===== src/hdl/srmm_pkg.sv =====
`default_nettype none

package srmm_pkg;

   localparam int SAMPLE_WIDTH  = 16;
   localparam int FRACTION_BITS = 8;
   localparam int COUNT_WIDTH   = 16;
   localparam int OFFSET_WIDTH  = 11;

   // Accumulator holds the mean with fraction bits; the difference needs one more bit.
   localparam int ACC_WIDTH  = SAMPLE_WIDTH + FRACTION_BITS;
   localparam int DIFF_WIDTH = ACC_WIDTH + 1;
   localparam int STEP_WIDTH = $clog2(DIFF_WIDTH + 1);

   localparam int REQ_DATA_WIDTH = ((SAMPLE_WIDTH + 7) / 8) * 8;
   localparam int RSP_BITS       = 4 * SAMPLE_WIDTH + COUNT_WIDTH;
   localparam int RSP_DATA_WIDTH = ((RSP_BITS + 7) / 8) * 8;

   localparam int CSR_ADDR_WIDTH = 3;
   localparam int CSR_DATA_WIDTH = 32;

   localparam logic [CSR_ADDR_WIDTH-3:0] REG_OFFSET_CORRECTION = '0;

endpackage

`default_nettype wire


===== src/hdl/sensor_running_min_max_mean.sv =====
// Each sample transfer starts the radix-2 divider for 25 steps; once it is done, the
// finish state publishes the result as soon as the output register is free.
// The single divider takes one sample at a time, so no new sample is accepted until
// the result is published; the next sample is taken the cycle after that.
// Reset (synchronous, active high) clears min to the largest value, max to
// the smallest, mean and count to zero and the offset register to zero.
`default_nettype none

module sensor_running_min_max_mean
   import srmm_pkg::*;
(
   input  wire logic                      clock,
   input  wire logic                      reset,
   // raw_sample[15:0]
   input  wire logic [REQ_DATA_WIDTH-1:0] req_tdata,
   input  wire logic                      req_tvalid,
   output logic                           req_tready,
   // corrected_value[15:0], minimum_value[31:16], maximum_value[47:32],
   // mean_value[63:48], samples_seen[79:64]
   output logic      [RSP_DATA_WIDTH-1:0] rsp_tdata,
   output logic                           rsp_tvalid,
   input  wire logic                      rsp_tready,
   input  wire logic                      csr_psel,
   input  wire logic                      csr_penable,
   input  wire logic                      csr_pwrite,
   input  wire logic [CSR_ADDR_WIDTH-1:0] csr_paddr,
   input  wire logic [CSR_DATA_WIDTH-1:0] csr_pwdata,
   output logic      [CSR_DATA_WIDTH-1:0] csr_prdata,
   output logic                           csr_pready
);

   typedef enum logic [2:0] {
      ST_IDLE   = 3'b001,
      ST_DIVIDE = 3'b010,
      ST_FINISH = 3'b100
   } state_type;

   localparam logic signed [SAMPLE_WIDTH-1:0] SMAX = {1'b0, {(SAMPLE_WIDTH-1){1'b1}}};
   localparam logic signed [SAMPLE_WIDTH-1:0] SMIN = {1'b1, {(SAMPLE_WIDTH-1){1'b0}}};
   localparam logic [ACC_WIDTH-1:0] ROUND_BIAS = ACC_WIDTH'((64'(1) << FRACTION_BITS) - 1);

   state_type                      state_ff, state_in;
   logic signed [OFFSET_WIDTH-1:0] offset_ff, offset_in;
   logic signed [SAMPLE_WIDTH-1:0] min_ff, min_in;
   logic signed [SAMPLE_WIDTH-1:0] max_ff, max_in;
   logic signed [ACC_WIDTH-1:0]    acc_ff, acc_in;
   logic [COUNT_WIDTH-1:0]         count_ff, count_in;
   logic signed [SAMPLE_WIDTH-1:0] x_ff, x_in;
   logic                           neg_ff, neg_in;
   logic                           rsp_valid_ff, rsp_valid_in;
   logic [RSP_DATA_WIDTH-1:0]      rsp_data_ff, rsp_data_in;

   logic                           req_xfer;
   logic                           csr_write;
   logic                           csr_hit;
   logic signed [SAMPLE_WIDTH:0]   sum;
   logic signed [SAMPLE_WIDTH-1:0] x_sat;
   logic [COUNT_WIDTH-1:0]         count_next;
   logic signed [DIFF_WIDTH-1:0]   diff;
   logic [DIFF_WIDTH-1:0]          diff_mag;
   logic [DIFF_WIDTH-1:0]          quo_mag;
   logic [DIFF_WIDTH-1:0]          quo_signed;
   logic signed [ACC_WIDTH-1:0]    acc_new;
   logic [ACC_WIDTH-1:0]           acc_biased;
   logic [SAMPLE_WIDTH-1:0]        mean;
   logic                           out_free;
   logic                           div_done;

   assign req_xfer  = req_tvalid && req_tready;
   assign csr_write = csr_psel && csr_penable && csr_pwrite && csr_pready;
   assign csr_hit   = (csr_paddr[CSR_ADDR_WIDTH-1:2] == REG_OFFSET_CORRECTION);
   assign out_free  = !rsp_valid_ff || rsp_tready;

   // Add the offset, clamp to the sample range, and form the distance from the running mean.
   always_comb begin
      sum = (SAMPLE_WIDTH+1)'($signed(req_tdata[SAMPLE_WIDTH-1:0]))
          + (SAMPLE_WIDTH+1)'(offset_ff);
      if (sum[SAMPLE_WIDTH] != sum[SAMPLE_WIDTH-1]) begin
         x_sat = sum[SAMPLE_WIDTH] ? SMIN : SMAX;
      end else begin
         x_sat = sum[SAMPLE_WIDTH-1:0];
      end
      count_next = (count_ff == '1) ? count_ff : count_ff + 1'b1;
      diff       = DIFF_WIDTH'($signed({x_sat, {FRACTION_BITS{1'b0}}}))
                 - DIFF_WIDTH'(acc_ff);
      diff_mag   = diff[DIFF_WIDTH-1] ? (~diff + 1'b1) : diff;
   end

   srmm_divider u_divider (
      .clock    (clock),
      .reset    (reset),
      .start    (req_xfer),
      .dividend (diff_mag),
      .divisor  (count_next),
      .quotient (quo_mag),
      .done     (div_done)
   );

   // Apply the sign, update the accumulator, truncate the mean toward zero.
   always_comb begin
      quo_signed = neg_ff ? (~quo_mag + 1'b1) : quo_mag;
      acc_new    = acc_ff + quo_signed[ACC_WIDTH-1:0];
      acc_biased = acc_new[ACC_WIDTH-1] ? (acc_new + ROUND_BIAS) : acc_new;
      mean       = acc_biased[ACC_WIDTH-1:FRACTION_BITS];
   end

   always_comb begin
      state_in     = state_ff;
      offset_in    = offset_ff;
      min_in       = min_ff;
      max_in       = max_ff;
      acc_in       = acc_ff;
      count_in     = count_ff;
      x_in         = x_ff;
      neg_in       = neg_ff;
      rsp_valid_in = rsp_valid_ff;
      rsp_data_in  = rsp_data_ff;

      if (rsp_valid_ff && rsp_tready) begin
         rsp_valid_in = 1'b0;
      end
      if (csr_write && csr_hit) begin
         offset_in = csr_pwdata[OFFSET_WIDTH-1:0];
      end

      unique case (state_ff)
         ST_IDLE: begin
            if (req_xfer) begin
               x_in     = x_sat;
               neg_in   = diff[DIFF_WIDTH-1];
               count_in = count_next;
               if (x_sat < min_ff) begin
                  min_in = x_sat;
               end
               if (x_sat > max_ff) begin
                  max_in = x_sat;
               end
               state_in = ST_DIVIDE;
            end
         end
         ST_DIVIDE: begin
            if (div_done) begin
               state_in = ST_FINISH;
            end
         end
         ST_FINISH: begin
            // Hold until the output register can take the result.
            if (out_free) begin
               acc_in       = acc_new;
               rsp_valid_in = 1'b1;
               rsp_data_in  = RSP_DATA_WIDTH'({count_ff, mean, max_ff, min_ff, x_ff});
               state_in     = ST_IDLE;
            end
         end
         default: begin
            state_in = ST_IDLE;
         end
      endcase
   end

   always_ff @(posedge clock) begin
      if (reset) begin
         state_ff     <= ST_IDLE;
         offset_ff    <= '0;
         min_ff       <= SMAX;
         max_ff       <= SMIN;
         acc_ff       <= '0;
         count_ff     <= '0;
         rsp_valid_ff <= 1'b0;
      end else begin
         state_ff     <= state_in;
         offset_ff    <= offset_in;
         min_ff       <= min_in;
         max_ff       <= max_in;
         acc_ff       <= acc_in;
         count_ff     <= count_in;
         rsp_valid_ff <= rsp_valid_in;
      end
   end

   always_ff @(posedge clock) begin
      x_ff        <= x_in;
      neg_ff      <= neg_in;
      rsp_data_ff <= rsp_data_in;
   end

   assign req_tready = (state_ff == ST_IDLE);
   assign rsp_tvalid = rsp_valid_ff;
   assign rsp_tdata  = rsp_data_ff;
   assign csr_pready = 1'b1;
   assign csr_prdata = csr_hit ? CSR_DATA_WIDTH'(offset_ff) : '0;

   a_accept_starts_divide: assert property (@(posedge clock) disable iff (reset)
      req_xfer |=> (state_ff == ST_DIVIDE))
      else $error("sample transfer did not start a divide");

   a_done_only_in_divide: assert property (@(posedge clock) disable iff (reset)
      div_done |-> (state_ff == ST_DIVIDE))
      else $error("divider finished outside the divide state");

   a_result_ordered: assert property (@(posedge clock) disable iff (reset)
      rsp_valid_ff |-> ($signed(rsp_data_ff[SAMPLE_WIDTH-1:0])
                        >= $signed(rsp_data_ff[2*SAMPLE_WIDTH-1:SAMPLE_WIDTH])
                     && $signed(rsp_data_ff[SAMPLE_WIDTH-1:0])
                        <= $signed(rsp_data_ff[3*SAMPLE_WIDTH-1:2*SAMPLE_WIDTH])))
      else $error("corrected value outside min and max");

   a_count_nonzero: assert property (@(posedge clock) disable iff (reset)
      (state_ff == ST_DIVIDE) |-> (count_ff != '0))
      else $error("divide with a zero sample count");

endmodule

`default_nettype wire


===== src/hdl/srmm_divider.sv =====
`default_nettype none

module srmm_divider
   import srmm_pkg::*;
(
   input  wire logic                   clock,
   input  wire logic                   reset,
   input  wire logic                   start,
   input  wire logic [DIFF_WIDTH-1:0]  dividend,
   input  wire logic [COUNT_WIDTH-1:0] divisor,
   output logic      [DIFF_WIDTH-1:0]  quotient,
   output logic                        done
);

   localparam logic [STEP_WIDTH-1:0] LAST_STEP = STEP_WIDTH'(DIFF_WIDTH - 1);

   logic                   busy_ff, busy_in;
   logic                   done_ff, done_in;
   logic [STEP_WIDTH-1:0]  step_ff, step_in;
   logic [COUNT_WIDTH-1:0] rem_ff, rem_in;
   logic [DIFF_WIDTH-1:0]  quo_ff, quo_in;
   logic [COUNT_WIDTH-1:0] dvs_ff, dvs_in;

   logic [COUNT_WIDTH:0]   rem_shift;
   logic [COUNT_WIDTH:0]   trial;
   logic                   fits;

   // One restoring step: bring down the next dividend bit, subtract if it fits.
   always_comb begin
      rem_shift = {rem_ff, quo_ff[DIFF_WIDTH-1]};
      trial     = rem_shift - {1'b0, dvs_ff};
      fits      = (rem_shift >= {1'b0, dvs_ff});
   end

   always_comb begin
      busy_in = busy_ff;
      done_in = 1'b0;
      step_in = step_ff;
      rem_in  = rem_ff;
      quo_in  = quo_ff;
      dvs_in  = dvs_ff;
      if (start) begin
         busy_in = 1'b1;
         step_in = '0;
         rem_in  = '0;
         quo_in  = dividend;
         dvs_in  = divisor;
      end else if (busy_ff) begin
         rem_in  = fits ? trial[COUNT_WIDTH-1:0] : rem_shift[COUNT_WIDTH-1:0];
         quo_in  = {quo_ff[DIFF_WIDTH-2:0], fits};
         step_in = step_ff + 1'b1;
         if (step_ff == LAST_STEP) begin
            busy_in = 1'b0;
            done_in = 1'b1;
         end
      end
   end

   always_ff @(posedge clock) begin
      if (reset) begin
         busy_ff <= 1'b0;
         done_ff <= 1'b0;
         step_ff <= '0;
      end else begin
         busy_ff <= busy_in;
         done_ff <= done_in;
         step_ff <= step_in;
      end
   end

   always_ff @(posedge clock) begin
      rem_ff <= rem_in;
      quo_ff <= quo_in;
      dvs_ff <= dvs_in;
   end

   assign quotient = quo_ff;
   assign done     = done_ff;

endmodule

`default_nettype wire


===== config.mk =====
export PLATFORM = sky130hd
export DESIGN_NAME = sensor_running_min_max_mean
export DESIGN_NICKNAME = d
export VERILOG_FILES = /design/src/hdl/srmm_pkg.sv /design/src/hdl/sensor_running_min_max_mean.sv /design/src/hdl/srmm_divider.sv
export SDC_FILE = /design/constraint.sdc
export NUM_CORES = 1
export LEC_CHECK = 0
export ABC_AREA = 1
export BUFFER_PORTS_ARGS = -buffer_cell sky130_fd_sc_hd__buf_4
export CELL_PAD_IN_SITES_DETAIL_PLACEMENT = 1
export CELL_PAD_IN_SITES_GLOBAL_PLACEMENT = 2
export CORE_UTILIZATION = 28
export DETAILED_ROUTE_END_ITERATION = 8
export GPL_TIMING_DRIVEN = 0
export MAX_ROUTING_LAYER = met4
export PLACE_DENSITY = 0.73
export SYNTH_ARGS = -nofsm -noshare
export SYNTH_HDL_FRONTEND = slang
export SYNTH_SLANG_ARGS = --single-unit

===== constraint.sdc =====
create_clock -name clock -period 17 [get_ports clock]
set_clock_uncertainty 0.2 [all_clocks]
set_input_delay 0.85 -clock clock [delete_from_list [all_inputs] [get_ports clock]]
set_output_delay 0.85 -clock clock [all_outputs]
set_load 0.01 [all_outputs]

; ---- Yosys cells after proc, flatten, opt, wreduce, memory -nomap -nowiden
; Index checks and enable logic that the tools add are counted.
[totals]
elab_cells = 78
inputBits = 58
ff_bits = 248
out_inout_bits = 115
[op_classes]
n_reduce_logical = 15
addsub = 9
n_eq_ne = 9
n_mux = 21
order_cmp = 3
n_bitwise = 4
[op_table]
columns = cell, count
row1 = $mux W25, 3
row2 = $mux W16, 4
row3 = $mux W32, 1
row4 = $add A25 B1 Y25 const B, 1
row5 = $not A25 Y25, 1
row6 = $sub A24 B24 Y25, 1
row7 = $add A24 B1 Y24 const B, 1
row8 = $add A24 B24 Y24, 1
row9 = $add A24 B8 Y24 const B, 1
row10 = $mux W24, 1
row11 = $not A24 Y24, 1
row12 = $mux W23, 1
row13 = $add A16 B11 Y17, 1
row14 = $ge A17 B16 Y1, 1
row15 = $add A16 B1 Y16 const B, 1
row16 = $eq A16 B16 Y1 const B, 1
row17 = $gt A16 B16 Y1, 1
row18 = $lt A16 B16 Y1, 1
row19 = $sub A16 B16 Y16, 1
row20 = $mux W3, 3
row21 = $pmux W3 S3, 1
row22 = $reduce_and A3 Y1, 3
row23 = $mux W1, 7
row24 = $add A5 B1 Y5 const B, 1
row25 = other kinds (15), 22

; ---- Logic depth before layout (Yosys ltp)
; Gate-level depths: netlist of run 1.
[depth]
depth_word = 8
ltp_mapped = 37
ltp_nobuf = 36

; ---- By module
; A second synthesis of run 1 with hierarchy kept.
[hier_totals]
hier_cells = 2014
hier_area_um2 = 15786.4
[modules_own_cells]
columns = mod, area_each_um2, cells_per_inst, seq_area_each_um2, instances
row1 = sensor_running_min_max_mean, 12086.6, 1528, 4654.5, 1
row2 = srmm_divider, 3699.8, 486, 1691.6, 1

; ---- Worst setup path before layout of run 1
; Ideal clock, no wire load.
[synth_path]
path_kind = in2reg
start = input port rsp_tready
end = register acc_ff[9]
slack_ps = 10569
setup_time_ps = 58
path_buffers = 1
t_required_ps = 16742
stages = 7
arrival_ps = 6173
path_cell_list = nor2_1 > nor2_1 > clkinv_1 > clkbuf_1 > a21oi_1 > o21ai_0 > inv_1
[synth_via]
elab_chain_len = 2
[synth_lines]
columns = element, line_no
row1 = from (decl), sensor_running_min_max_mean.sv:22  ; input wire logic rsp_tready,
row2 = $logic_or A1 B1 Y1, sensor_running_min_max_mean.sv:72  ; assign out_free = !rsp_valid_ff || rsp_tready;
row3 = $reduce_and A2 Y1 (no line), --
row4 = to (signal assigned), sensor_running_min_max_mean.sv:175  ; acc_ff <= acc_in;
row5 = to (decl), sensor_running_min_max_mean.sv:46  ; logic signed [ACC_WIDTH-1:0] acc_ff, acc_in;
; No other way between the ends.
; A chain may end at the register's enable or synchronous reset.

; ---- Final worst setup path of run 1
[layout_path]
start = input port req_tdata[0]
end = register max_ff[5]
[layout_via]
elab_chain_len = 5
elab_cells_between_ends = 6
cone_classes = add/sub: 1 / order compare: 1 / eq/ne: 1 / mux: 2 / reduce/logical: 1
[layout_lines]
columns = element, line_no
row1 = from (decl), sensor_running_min_max_mean.sv:15  ; input wire logic [REQ_DATA_WIDTH-1:0] req_tdata,
row2 = $add A16 B11 Y17 (*), sensor_running_min_max_mean.sv:77  ; + (SAMPLE_WIDTH+1)'(offset_ff);
row3 = $mux W16 or $ne A1 B1 Y1 (tied branches), "sensor_running_min_max_mean.sv:79, sensor_running_min_max_mean.sv:78"
row4 = $mux W16 (*), sensor_running_min_max_mean.sv:78  ; if (sum[SAMPLE_WIDTH] != sum[SAMPLE_WIDTH-1]) begin
row5 = net x_sat[15], sensor_running_min_max_mean.sv:57  ; logic signed [SAMPLE_WIDTH-1:0] x_sat;
row6 = $gt A16 B16 Y1 (*), sensor_running_min_max_mean.sv:135  ; if (x_sat > max_ff) begin
row7 = $reduce_and A3 Y1 (no line) (*), --
row8 = to (signal assigned), sensor_running_min_max_mean.sv:174  ; max_ff <= max_in;
row9 = to (decl), sensor_running_min_max_mean.sv:45  ; logic signed [SAMPLE_WIDTH-1:0] max_ff, max_in;
; The timed path passes the listed nets; every way through them passes the cells marked *.

==> out/qor.yml, run 1 <==
outcome:
  status: "finished, final reports clean"
floorplan:
  ioPinCount: 173
  core-area_um2: 54100
  row_count: 85
  start_util_pct: 28.5
  die-area_um2: 56100
  die_x_um: 237
  die_h_um: 237
critical_path:
  cp.arrival_ns: 6.58
  worst-setup-path-type: "input port to register"
  path_buf_inv: 5
  critPathMaxFanout: 10
  endpoint_kind: "register"
  timing.rr.end: "max_ff[5]"
  crit_path_frequent_cell: "nand2_2"
  cp.depth: 25
  reg2reg_depth: 24
  cp_slowest_cell: "a21oi_1"
  cp_top_family: "compound AO/OA/AOI/OAI gates"
  reg2reg_from: "offset_ff[0]"
  timing.reg2reg.setup_slack_ns: 10.74
  crit_start: "req_tdata[0]"
  cp-endpoint: "max_ff[5]"
  cp_slowest_stage_delay_ns: 0.89
  start_kind: "input port"
  required_ns: 17.29
yosys:
  yosys-top-cells-count: "nand2_1 (310), inv_1 (269), a21oi_1 (151)"
  synth_nets: 2038
  ys_seq_elements: 248
  synth_top_cell_area_share_pct: 26.8
  netlist_area_um2: 15400
  synth_area_leaders: "edfxtp_1 (27%), dfxtp_1 (14%), ha_1 (8.7%), nand2_1 (7.5%), inv_1 (6.5%)"
  async_reset_ff_share_pct: 0
  yosysMostFrequentCell: "nand2_1"
  ys_types: 68
  ys.flop_type: "edfxtp_1"
  seq_area_frac_synth_pct: 41.1
  syn_inst: 1870
  synth_warnings: 0
  synth-edff-count: 138
  syn_avg_cell_area_um2: 8.25
  synth_top_area_cell: "edfxtp_1"
power_and_ir_drop:
  powerDensity_nw_per_um2: 120
  peakVddDrop_v: 0.0000781
  totalPowerFinal_mw: 2.22
  p_leak_nw: 8.25
clocking:
  cts.path.max_buffers: 3
  post_cts_buffers: 0
  root_buffer: "clkbuf_16"
  cts.clk_slew.worst_paths_ns: 0.06
  cts_buffers: 30
  clock-sinks: 248
  clk_latency_ns: 0.60
  post_cts_resized: 0
  htree_levels: 1
  cts_tree: "yes"
  holdBufCountCts: 0
route:
  vias: 13159
  wl_per_cell_um: 17.8
  first_pass_iters: 5
  ant_nets: 0
  wirelength_um: 49400
  drt_iter0_drc: 602
  drc: 0
  via_per_inst: 4.74
timing:
  fin_setup_tns_ns: 0
  slew_headroom_pct: 15.9
  setup_viol: 0
  max_slew.worst_pin.slew_ns: 1.26
  post-route-period-util_pct: 37.0
  period_minus_slack_ns: 6.29
  grt_setup_unrepaired: "false"
  fmax_ghz: 0.159
  finalHoldViolCount: 0
  finalMaxSlewViolations: 0
global_route:
  overflow: 0
  grt_pass1_vias: 13880
  grt_antenna_before_repair: 1
  grt_use_total_pct: 18.1
  grt_max_degree: 43
  grt_pass1_wl_um: 77800
layout:
  syn_to_final_growth_pct: 19.9
  instances_no_fill: 2774
  layout-drive-gt1-share_pct: 16.0
  seq_area_um2: 6350
  multi_input_area_um2: 7680
  nets: 2221
  num-fill-cells: 6409
  stdcell_area_um2: 18500
placement:
  routabilityCongestion: 0.867
  placed_area_um2: 17500
  dp_hpwl_um: 39100
  port-buffer-count: 148
  dp_cells: 2717
run:
  drv_cap: 0
worst_hold_path:
  hold_path.class: "register to register"
worst register-to-register path, stage by stage (launching register included):
cell,delay [ns]
dfxtp_1,0.35
ha_1,0.23
fa_1,0.41
nand2_1,0.09
nand2_1,0.07
nand3_1,0.10
nand2_2,0.09
nand2_2,0.09
nand2_2,0.05
nand2_2,0.07
nand2_4,0.11
nand2_2,0.13
inv_1,0.08
clkbuf_1,0.24
a21oi_1,0.90
ha_1,0.41
a21oi_1,0.16
o21ai_0,0.13
a21oi_1,0.23
o311ai_0,0.17
xor2_1,0.18
nor3_1,0.48
clkinv_1,0.48
clkbuf_1,0.41
a211oi_1,0.31
flip-flops by register name (all words and copies together), names as in the netlist:
name,flops
max_ff,16
rsp_tdata,80
u_divider.done,1
u_divider.step_ff,5
rsp_tvalid,1
state_ff,3
acc_ff,24
count_ff,16
u_divider.rem_ff,16
u_divider.busy_ff,1
min_ff,16
u_divider.dvs_ff,16
offset_ff,11
u_divider.quotient,25
neg_ff,1
x_ff,16
where the power goes:
part | internal [mW] | leakage [nW] | switching, mW
clock | 0.376 | 0.481 | 0.288
sequential | 0.718 | 2.18 | 0.0483
combinational | 0.252 | 5.58 | 0.535
total | 1.35 | 8.25 | 0.872
placed cells by master, fill, tap and decap left out, drive strengths merged, types with 3 or more instances in the layout:
cell type	n
nor3	25
clkbuf	64
a21oi	157
nand3	111
a21o	5
nand2	339
nor2	144
o21bai	8
buf	183
or2	8
a31oi	5
a21boi	3
bufinv	3
o22ai	11
inv	287
dfxtp	110
ha	107
clkinvlp	5
xor2	71
o21a	3
edfxtp	138
nand4	40
fa	3
clkinv	16
o21ai	147
nor4	10
a211oi	14
xnor2	37
nor3b	3
routing by layer:
metal | routed length, um | share of wire (%) | global-route usage (%)
met5 | 0 | 0 | -
met4 | 1120 | 2.3 | 4.35
met3 | 1270 | 2.6 | 1.67
met2 | 22800 | 46 | 29.3
met1 | 24300 | 49 | 24.3
cell families (layout without fill, tap and decap cells):
family | Yosys count | in the layout | share of synthesized area [%]
AOI/OAI and AO/OA | 367 | 367 | 13.4
xor gates and xnor gates | 108 | 108 | 6.54
adders and majority gates | 110 | 110 | 9.06
buffers and inverters | 351 | 558 | 9.19
DFF | 248 | 248 | 41.1
other | 1 | 2 | 0.0243
and+or+nand+nor | 685 | 685 | 20.7
worst min path at each step:
| stage | slack, ns | from | depth (start not counted) | end |
|---|---|---|---|---|
| finish | 0.22 | x_ff[12] | 0 | rsp_tdata[12] |
| global route | 0.23 | x_ff[10] | 0 | rsp_tdata[10] |
| CTS | 0.22 | x_ff[12] | 0 | rsp_tdata[12] |
| detailed placement | 0.21 | x_ff[10] | 0 | rsp_tdata[10] |
| global placement | 0.21 | x_ff[8] | 0 | rsp_tdata[8] |
| floorplan | 0.20 | x_ff[0] | 0 | rsp_tdata[0] |
metrics by stage:
step,hold slack [ns],worst slack [ns],utilization (%)
CTS,0.221,10.62,34.2
global route,0.233,10.30,34.2
global placement,0.206,7.58,32.2
finish,0.219,10.71,34.2
floorplan,0.200,10.57,-
detailed placement,0.206,10.04,32.3
area by class of cell:
class / count / share of cell area, %
inverter: 288 / 5.84
buffer: 63 / 1.83
clock inverter: 23 / 1.40
sequential: 248 / 34.3
multi-input combinational: 1271 / 41.5
antenna: 1 / 0.0135
clock buffer: 33 / 4.12
tap: 696 / 4.71
timing repair buffer: 151 / 6.30
(Power assumes the default switching activity.)
==> run 2: changes to the inputs <==
ABC_AREA = 0   (was 1)
clock period = 5.4 ns   (was 17 ns; I/O delays follow)
==> out/qor.yml, run 2 <==
critical_path:
  start_kind: "register"
  cp_slowest_cell: "or4_1"
  cp_slowest_stage_delay_ns: 0.57  # -0.32 ns
  critPathMaxFanout: 7  # -3
  required_ns: 5.50  # -11.79 ns
  crit_start: "offset_ff[0]"
  reg2reg_from: "offset_ff[0]"
  timing.rr.end: "u_divider.quotient[22]"
  crit_chain: "ha_4 > fa_2 > a211o_1 > a21oi_2 > o21ai_2 > a22oi_2 > o2111ai_2 > nand2_2 > buf_4 > buf_6 > a21oi_4 > ha_1 > inv_1 > or4_1 > nor3_1 > a211o_1 > o2111ai_2 > or3_4 > o41ai_4 > xnor2_1 > o21ai_1"
  reg2reg_depth: 21  # -13%
  timing.reg2reg.setup_slack_ns: -0.06  # -10.80 ns
  worst-setup-path-type: "register to register"
  cp.arrival_ns: 5.56  # -1.02 ns
  endpoint_kind: "register"
layout:
  largest_reg_flops: 80  # unchanged
  antenna_cells: 0  # -1
  final_cell_mix: "buf_4 (237), nand2_1 (189), edfxtp_1 (138), nor2_1 (124), a21oi_1 (108)"
  final_util_pct: 37.0  # +2.8 points
  final_common_cell: "buf_4"
  syn_to_final_growth_pct: 29.8
  num-fill-cells: 6083  # -5.1%
  layout-drive-gt1-share_pct: 22.3  # +6.4 points
  nets: 2077  # -6.5%
  instances_no_fill: 2622  # -5.5%
clocking:
  clk_latency_ns: 0.57  # -0.03 ns
  cts.clk_slew.worst_paths_ns: 0.06  # about the same
  htree_levels: 1  # unchanged
  cts_buffers: 31  # +3.3%
  cts_tree: "yes"
  root_buffer: "clkbuf_16"
  cts.path.max_buffers: 3  # unchanged
  clock-sinks: 248  # unchanged
floorplan:
  row_count: 84  # -1.2%
  start_util_pct: 28.5  # about the same
  die_h_um: 234  # -1.1%
  die_x_um: 234  # -1.1%
  die-area_um2: 54900  # -2.1%
  ioPinCount: 173  # unchanged
  core-area_um2: 53000  # -2.1%
placement:
  dp_cells: 2485  # -8.5%
  dpl_worst_slack_ns: -1.71  # -11.75 ns
  dp_hpwl_um: 35700  # -8.6%
  port-buffer-count: 148  # unchanged
  routabilityCongestion: 0.855  # -1.3%
route:
  first_pass_iters: 5  # unchanged
  wirelength_um: 47500  # -3.8%
  via_per_inst: 4.93  # +3.8%
  drt_iter0_drc: 539  # -10%
  vias: 12916  # -1.8%
  drc: 0  # unchanged
  ant_nets: 0  # unchanged
  wl_per_cell_um: 18.1  # +1.7%
yosys:
  synth_warnings: 0  # unchanged
  syn_avg_cell_area_um2: 9.17  # +11%
  synth_top_cell_area_share_pct: 27.4  # +0.58 points
  ys_seq_elements: 248  # unchanged
  seq_area_frac_synth_pct: 42.0  # +0.89 points
  syn_inst: 1647  # -12%
  async_reset_ff_share_pct: 0  # unchanged
  ys_types: 76  # +12%
  synth-edff-count: 138  # unchanged
  ys.flop_type: "edfxtp_1"
  synth_nets: 1815  # -11%
  netlist_area_um2: 15100  # -2.1%
  synth_area_leaders: "edfxtp_1 (27%), dfxtp_1 (15%), ha_1 (8.9%), xnor2_1 (5.0%), nand2_1 (4.8%)"
  yosys-top-cells-count: "nand2_1 (193), edfxtp_1 (138), a21oi_1 (127)"
  yosysMostFrequentCell: "nand2_1"
  synth_top_area_cell: "edfxtp_1"
timing:
  slew_headroom_pct: 20.1  # +4.2 points
  timing.hold.ws_ns: 0.187  # -0.0320 ns
  finalHoldViolCount: 0  # unchanged
  setup_viol: 1  # +1
  post-route-period-util_pct: 101
  fmax_ghz: 0.183
  grt_setup_unrepaired: "true"
  fin_ws_ns: -0.0567  # -10.77 ns
  fin_setup_tns_ns: -0.0567  # -0.0567 ns
  period_minus_slack_ns: 5.46
  max_slew.worst_pin.slew_ns: 1.20  # -0.0586 ns
  finalMaxSlewViolations: 0  # unchanged
global_route:
  grt_use_total_pct: 17.4  # -0.73 points
  grt_max_degree: 59  # +37%
  grt_pass1_wl_um: 72600  # -6.6%
  grt_antenna_before_repair: 0  # -1
  grt_pass1_vias: 13250  # -4.5%
  overflow: 0  # unchanged
worst_hold_path:
  worstHoldStart: "csr_penable"
  whs_path_depth: 5  # +5
  worstHoldEndpoint: "offset_ff[1]"
  hold_path.class: "input port to register"
run:
  drv_cap: 0  # unchanged
power_and_ir_drop:
  powerDensity_nw_per_um2: 325  # +170%
  peakVddDrop_v: 0.000221  # +180%
  p_leak_nw: 7.80  # -5.5%
outcome:
  violations: "negative setup slack"
  status: "finished, violations left"
## run 2: kinds of logic after synthesis
logic type,synth area share (%)
xor+xnor,8.06
simple gates,17.5
buf+inv,5.06
mux,1.64
other cells,0.0248
flops,42.0
fa+ha+maj,9.26
compound gates,16.4
## run 2: what timing repair did
| action | 4_1_cts | 5_1_grt |
|---|---|---|
| hold buffers | 17 | 0 |
| cloned | 1 | 1 |
| setup buffers | 35 | 30 |
| gates resized for setup | 95 | 72 |
| pin swaps | 35 | 29 |
| endpoints found under the setup margin | 72 | 70 |
| endpoints found under the hold margin | 18 | 0 |
## run 2: metrics by stage
step	power [mW]	instance area [um2]
floorplan	3.66	15200
global placement	4.12	17100
CTS	6.34	19000
finish	6.37	19600
detailed placement	4.17	17200
global route	6.75	19600
## run 2: area by class of cell
type / count / area, um2 / area share [%]
Buffer: 75 / 442 / 2.25
Clock buffer: 36 / 795 / 4.05
Clock inverter: 22 / 188 / 0.957
Inverter: 99 / 377 / 1.92
Multi-Input combinational cell: 1220 / 8730 / 44.5
Sequential cell: 248 / 6350 / 32.4
Tap cell: 688 / 861 / 4.39
Timing Repair Buffer: 234 / 1870 / 9.52
## run 2: how the worst max path moves through the flow
stage / slack, ns / cells after the start / end
after CTS: 0.0007 / 20 / u_divider.quotient[23]
after detailed placement: -1.71 / 25 / u_divider.quotient[2]
after floorplan: -0.04 / 21 / u_divider.quotient[22]
final: -0.06 / 21 / u_divider.quotient[22]
after global routing: -0.26 / 21 / u_divider.quotient[22]
after global placement: -1.54 / 25 / u_divider.quotient[2]
## run 2: power breakdown
group          switching (mW)  internal, mW  total, mW  leakage [nW]
Sequential              0.125          2.19       2.31          2.16
Combinational            1.19         0.871       2.06          5.17
Clock                   0.847          1.15       2.00         0.467
## run 2: per-layer routing
layer | up-vias | track usage, % | wire length (um)
met5 | - | - | 0
met4 | 0 | 3.67 | 881
li1 | 6406 | - | -
met2 | 132 | 30.1 | 23800
met3 | 55 | 1.82 | 1220
met1 | 6323 | 21.6 | 21600
## run 2: worst max-delay path, delay by kind of cell (launching register included)
kind            cells  cell delay (ns)
compound gates     10             1.75
fa+ha+maj           3             0.99
flops               1             0.34
xor+xnor            1             0.16
simple gates        4             1.35
buf+inv             3             0.40
==> run 3: changes to the inputs <==
SYNTH_HIERARCHICAL = 1   (was unset)
==> out/qor.yml, run 3 <==
placement:
  port-buffer-count: 148  # unchanged
  dp_hpwl_um: 39500  # +11%
  dp_cells: 2650  # +6.6%
  placed_area_um2: 18400  # +6.8%
  routabilityCongestion: 0.819  # -4.2%
yosys:
  syn_inst: 1743  # +5.8%
  yosys-top-cells-count: "nand2_1 (158), nor2_1 (146), edfxtp_1 (138)"
  synth_area_leaders: "edfxtp_1 (26%), dfxtp_1 (14%), ha_1 (8.3%), xnor2_1 (4.3%), a21oi_1 (4.2%)"
  netlist_area_um2: 16200  # +7.3%
  synth_nets: 1911  # +5.3%
  yosysMostFrequentCell: "nand2_1"
  ys.flop_type: "edfxtp_1"
  synth-edff-count: 138  # unchanged
  syn_avg_cell_area_um2: 9.30  # +1.4%
  ys_seq_elements: 248  # unchanged
  synth_top_area_cell: "edfxtp_1"
  synth_warnings: 6  # +6
  synth_top_cell_area_share_pct: 25.6  # -1.9 points
  ys_types: 110  # +45%
  seq_area_frac_synth_pct: 39.1  # -2.9 points
  async_reset_ff_share_pct: 0  # unchanged
critical_path:
  worst-setup-path-type: "register to register"
  endpoint_kind: "register"
  cp.arrival_ns: 5.74  # +0.18 ns
  start_kind: "register"
  required_ns: 5.54  # +0.04 ns
  critPathMaxFanout: 8  # +1
timing:
  period_minus_slack_ns: 5.60  # +0.147 ns
  slew_headroom_pct: 16.1  # -4.0 points
  post-route-period-util_pct: 104  # +2.7 points
  grt_setup_unrepaired: "true"
  finalHoldViolCount: 0  # unchanged
  fin_ws_ns: -0.204  # -0.147 ns
  fmax_ghz: 0.178  # -2.6%
  max_slew.worst_pin.slew_ns: 1.26  # +0.0575 ns
  finalMaxSlewViolations: 0  # unchanged
  setup_viol: 17  # +16
clocking:
  cts.path.max_buffers: 3  # unchanged
  cts.clk_slew.worst_paths_ns: 0.06  # about the same
  cts_tree: "yes"
  clk_latency_ns: 0.60  # +0.03 ns
  root_buffer: "clkbuf_16"
  cts_buffers: 30  # -3.2%
  htree_levels: 1  # unchanged
  clock-sinks: 248  # unchanged
power_and_ir_drop:
  p_sw_share_pct: 34.5  # +0.65 points
  powerDensity_nw_per_um2: 316  # -2.8%
  p_seq_share_pct: 34.0  # -2.3 points
  peakVddDrop_v: 0.000271  # +23%
  switchingPower_mw: 2.32  # +7.5%
  intPower_mw: 4.40  # +4.5%
  power_frac_comb_pct: 33.5  # +1.2 points
  p_leak_nw: 8.22  # +5.4%
  clockPowerShare_pct: 32.4  # +1.0 points
global_route:
  top_usage_layer: "met2"
  grt_antenna_before_repair: 0  # unchanged
  grt_max_degree: 60  # +1.7%
  grt_use_met3_pct: 2.64  # +0.82 points
  grt_util_met2_pct: 30.5  # +0.36 points
  grt_pass1_wl_um: 84100  # +16%
  grt_use_met1_pct: 23.4  # +1.8 points
  grt_use_total_pct: 18.5  # +1.1 points
  grt_pass1_vias: 14753  # +11%
  overflow: 0  # unchanged
floorplan:
  die-area_um2: 58900  # +7.3%
  die_x_um: 243  # +3.6%
  die_h_um: 243  # +3.6%
  core-area_um2: 56800  # +7.3%
  row_count: 87  # +3.6%
  start_util_pct: 28.5  # about the same
  ioPinCount: 173  # unchanged
outcome:
  violations: "negative setup slack"
  status: "finished, violations left"
layout:
  syn_to_final_growth_pct: 31.3
  final_cell_mix: "buf_4 (247), nand2_1 (149), nor2_1 (144), edfxtp_1 (138), a21oi_1 (121)"
  antenna_cells: 0  # unchanged
  layout-drive-gt1-share_pct: 26.0  # +3.7 points
  instances_no_fill: 2795  # +6.6%
  multi_input_area_um2: 9880  # +13%
  seq_area_um2: 6350  # about the same
  largest_reg_flops: 80  # unchanged
  stdcell_area_um2: 21300  # +8.6%
  final_common_cell: "buf_4"
  nets: 2183  # +5.1%
  num-fill-cells: 6506  # +7.0%
route:
  drc: 0  # unchanged
  ant_nets: 0  # unchanged
  wl_per_cell_um: 20.0  # +10%
  drt_iter0_drc: 609  # +13%
  first_pass_iters: 5  # unchanged
  via_per_inst: 5.15  # +4.6%
  wirelength_um: 55800  # +17%
  vias: 14406  # +12%
run:
  drv_cap: 0  # unchanged
worst_hold_path:
  hold_path.class: "input port to register"
run 3: cell count changes in the layout (fill, tap and decap cells not counted), sizes merged, moves of 7 or more:
cell / before / now
nor3: 44 / 32
a31oi: 14 / 23
or3: 11 / 18
nand4: 18 / 25
xnor2: 87 / 80
a211oi: 12 / 28
a21oi: 127 / 136
nor2: 126 / 146
a21o: 34 / 26
nand2: 194 / 158
o211ai: 27 / 16
mux2: 3 / 30
nand3: 36 / 52
buf: 246 / 281
run 3: cell type report:
| type | instances | area share (%) |
|---|---|---|
| plain buffers | 92 | 3.02 |
| clock buffers | 38 | 4.06 |
| clock inverters | 18 | 0.940 |
| inverters | 96 | 1.72 |
| multi-input cells | 1298 | 46.4 |
| flip-flops and latches | 248 | 29.8 |
| well taps | 756 | 4.44 |
| repair buffers | 249 | 9.59 |
run 3: final timing paths:
| check | start | endpoint | slack [ns] | cells past startpoint |
|---|---|---|---|---|
| min | req_tdata[1] | x_ff[1] | 0.11 | 4 |
| max reg2reg | offset_ff[0] | u_divider/quotient[23] | -0.20 | 20 |
| min reg2reg | x_ff[14] | rsp_tdata[14] | 0.21 | 0 |
| max | offset_ff[0] | u_divider/quotient[23] | -0.20 | 20 |
run 3: what timing repair did:
| action | 4_1_cts | 5_1_grt |
|---|---|---|
| hold buffers | 16 | 0 |
| setup buffers | 50 | 30 |
| hold endpoints to repair | 15 | 0 |
| pin swaps | 39 | 46 |
| resized for setup | 100 | 118 |
| cloned | 1 | 2 |
| endpoints found under the setup margin | 75 | 64 |
run 3: cells by family after synthesis:
logic type      after synthesis  share of synthesized area [%]
fa+ha+maj                   110                           8.63
other cells                   1                         0.0231
buf+inv                     197                           5.93
flops                       248                           39.1
compound gates              433                           17.6
xor+xnor                    128                           6.96
mux                          57                           3.83
simple gates                569                           17.9
run 3: power by group through the flow:
stage / combinational, mW / clock, mW / sequential, mW
after global routing: 2.46 / 2.30 / 2.31
after CTS: 2.09 / 2.24 / 2.29
after global placement: 1.89 / 0 / 2.32
final: 2.25 / 2.18 / 2.29
after floorplan: 1.43 / 0 / 2.27
after detailed placement: 1.94 / 0 / 2.32
run 3: per-layer routing:
metal / up-vias / share of wire, %
li1: 6880 / -
met1: 7224 / 46
met2: 232 / 48
met3: 70 / 3.7
met4: 0 / 2.1
met5: - / 0
run 3: stage by stage:
stage	TNS [ns]	setup slack, ns	utilization (%)	hold slack [ns]	power (mW)
global route	-5.61	-0.388	37.5	0.112	7.07
global placement	-104.51	-1.99	32.2	0.204	4.21
detailed placement	-46.16	-1.39	32.3	0.206	4.26
finish	-1.85	-0.204	37.5	0.107	6.72
floorplan	0	0.00397	-	0.142	3.71
CTS	-0.943	-0.208	36.1	0.0697	6.62
run 3: critical path, stage by stage (launching register included):
cell,delay (ns)
dfxtp_4,0.36
ha_4,0.16
fa_2,0.36
a211oi_2,0.30
o211ai_1,0.21
nand2_1,0.17
nand4b_1,0.21
mux2i_4,0.34
clkbuf_16,0.23
a21oi_4,0.06
ha_4,0.28
a21o_1,0.18
a221oi_4,0.36
buf_6,0.18
a21oi_2,0.05
o21a_1,0.16
o31a_1,0.28
or3_4,0.44
o41ai_4,0.38
xnor2_1,0.13
mux2_4,0.27
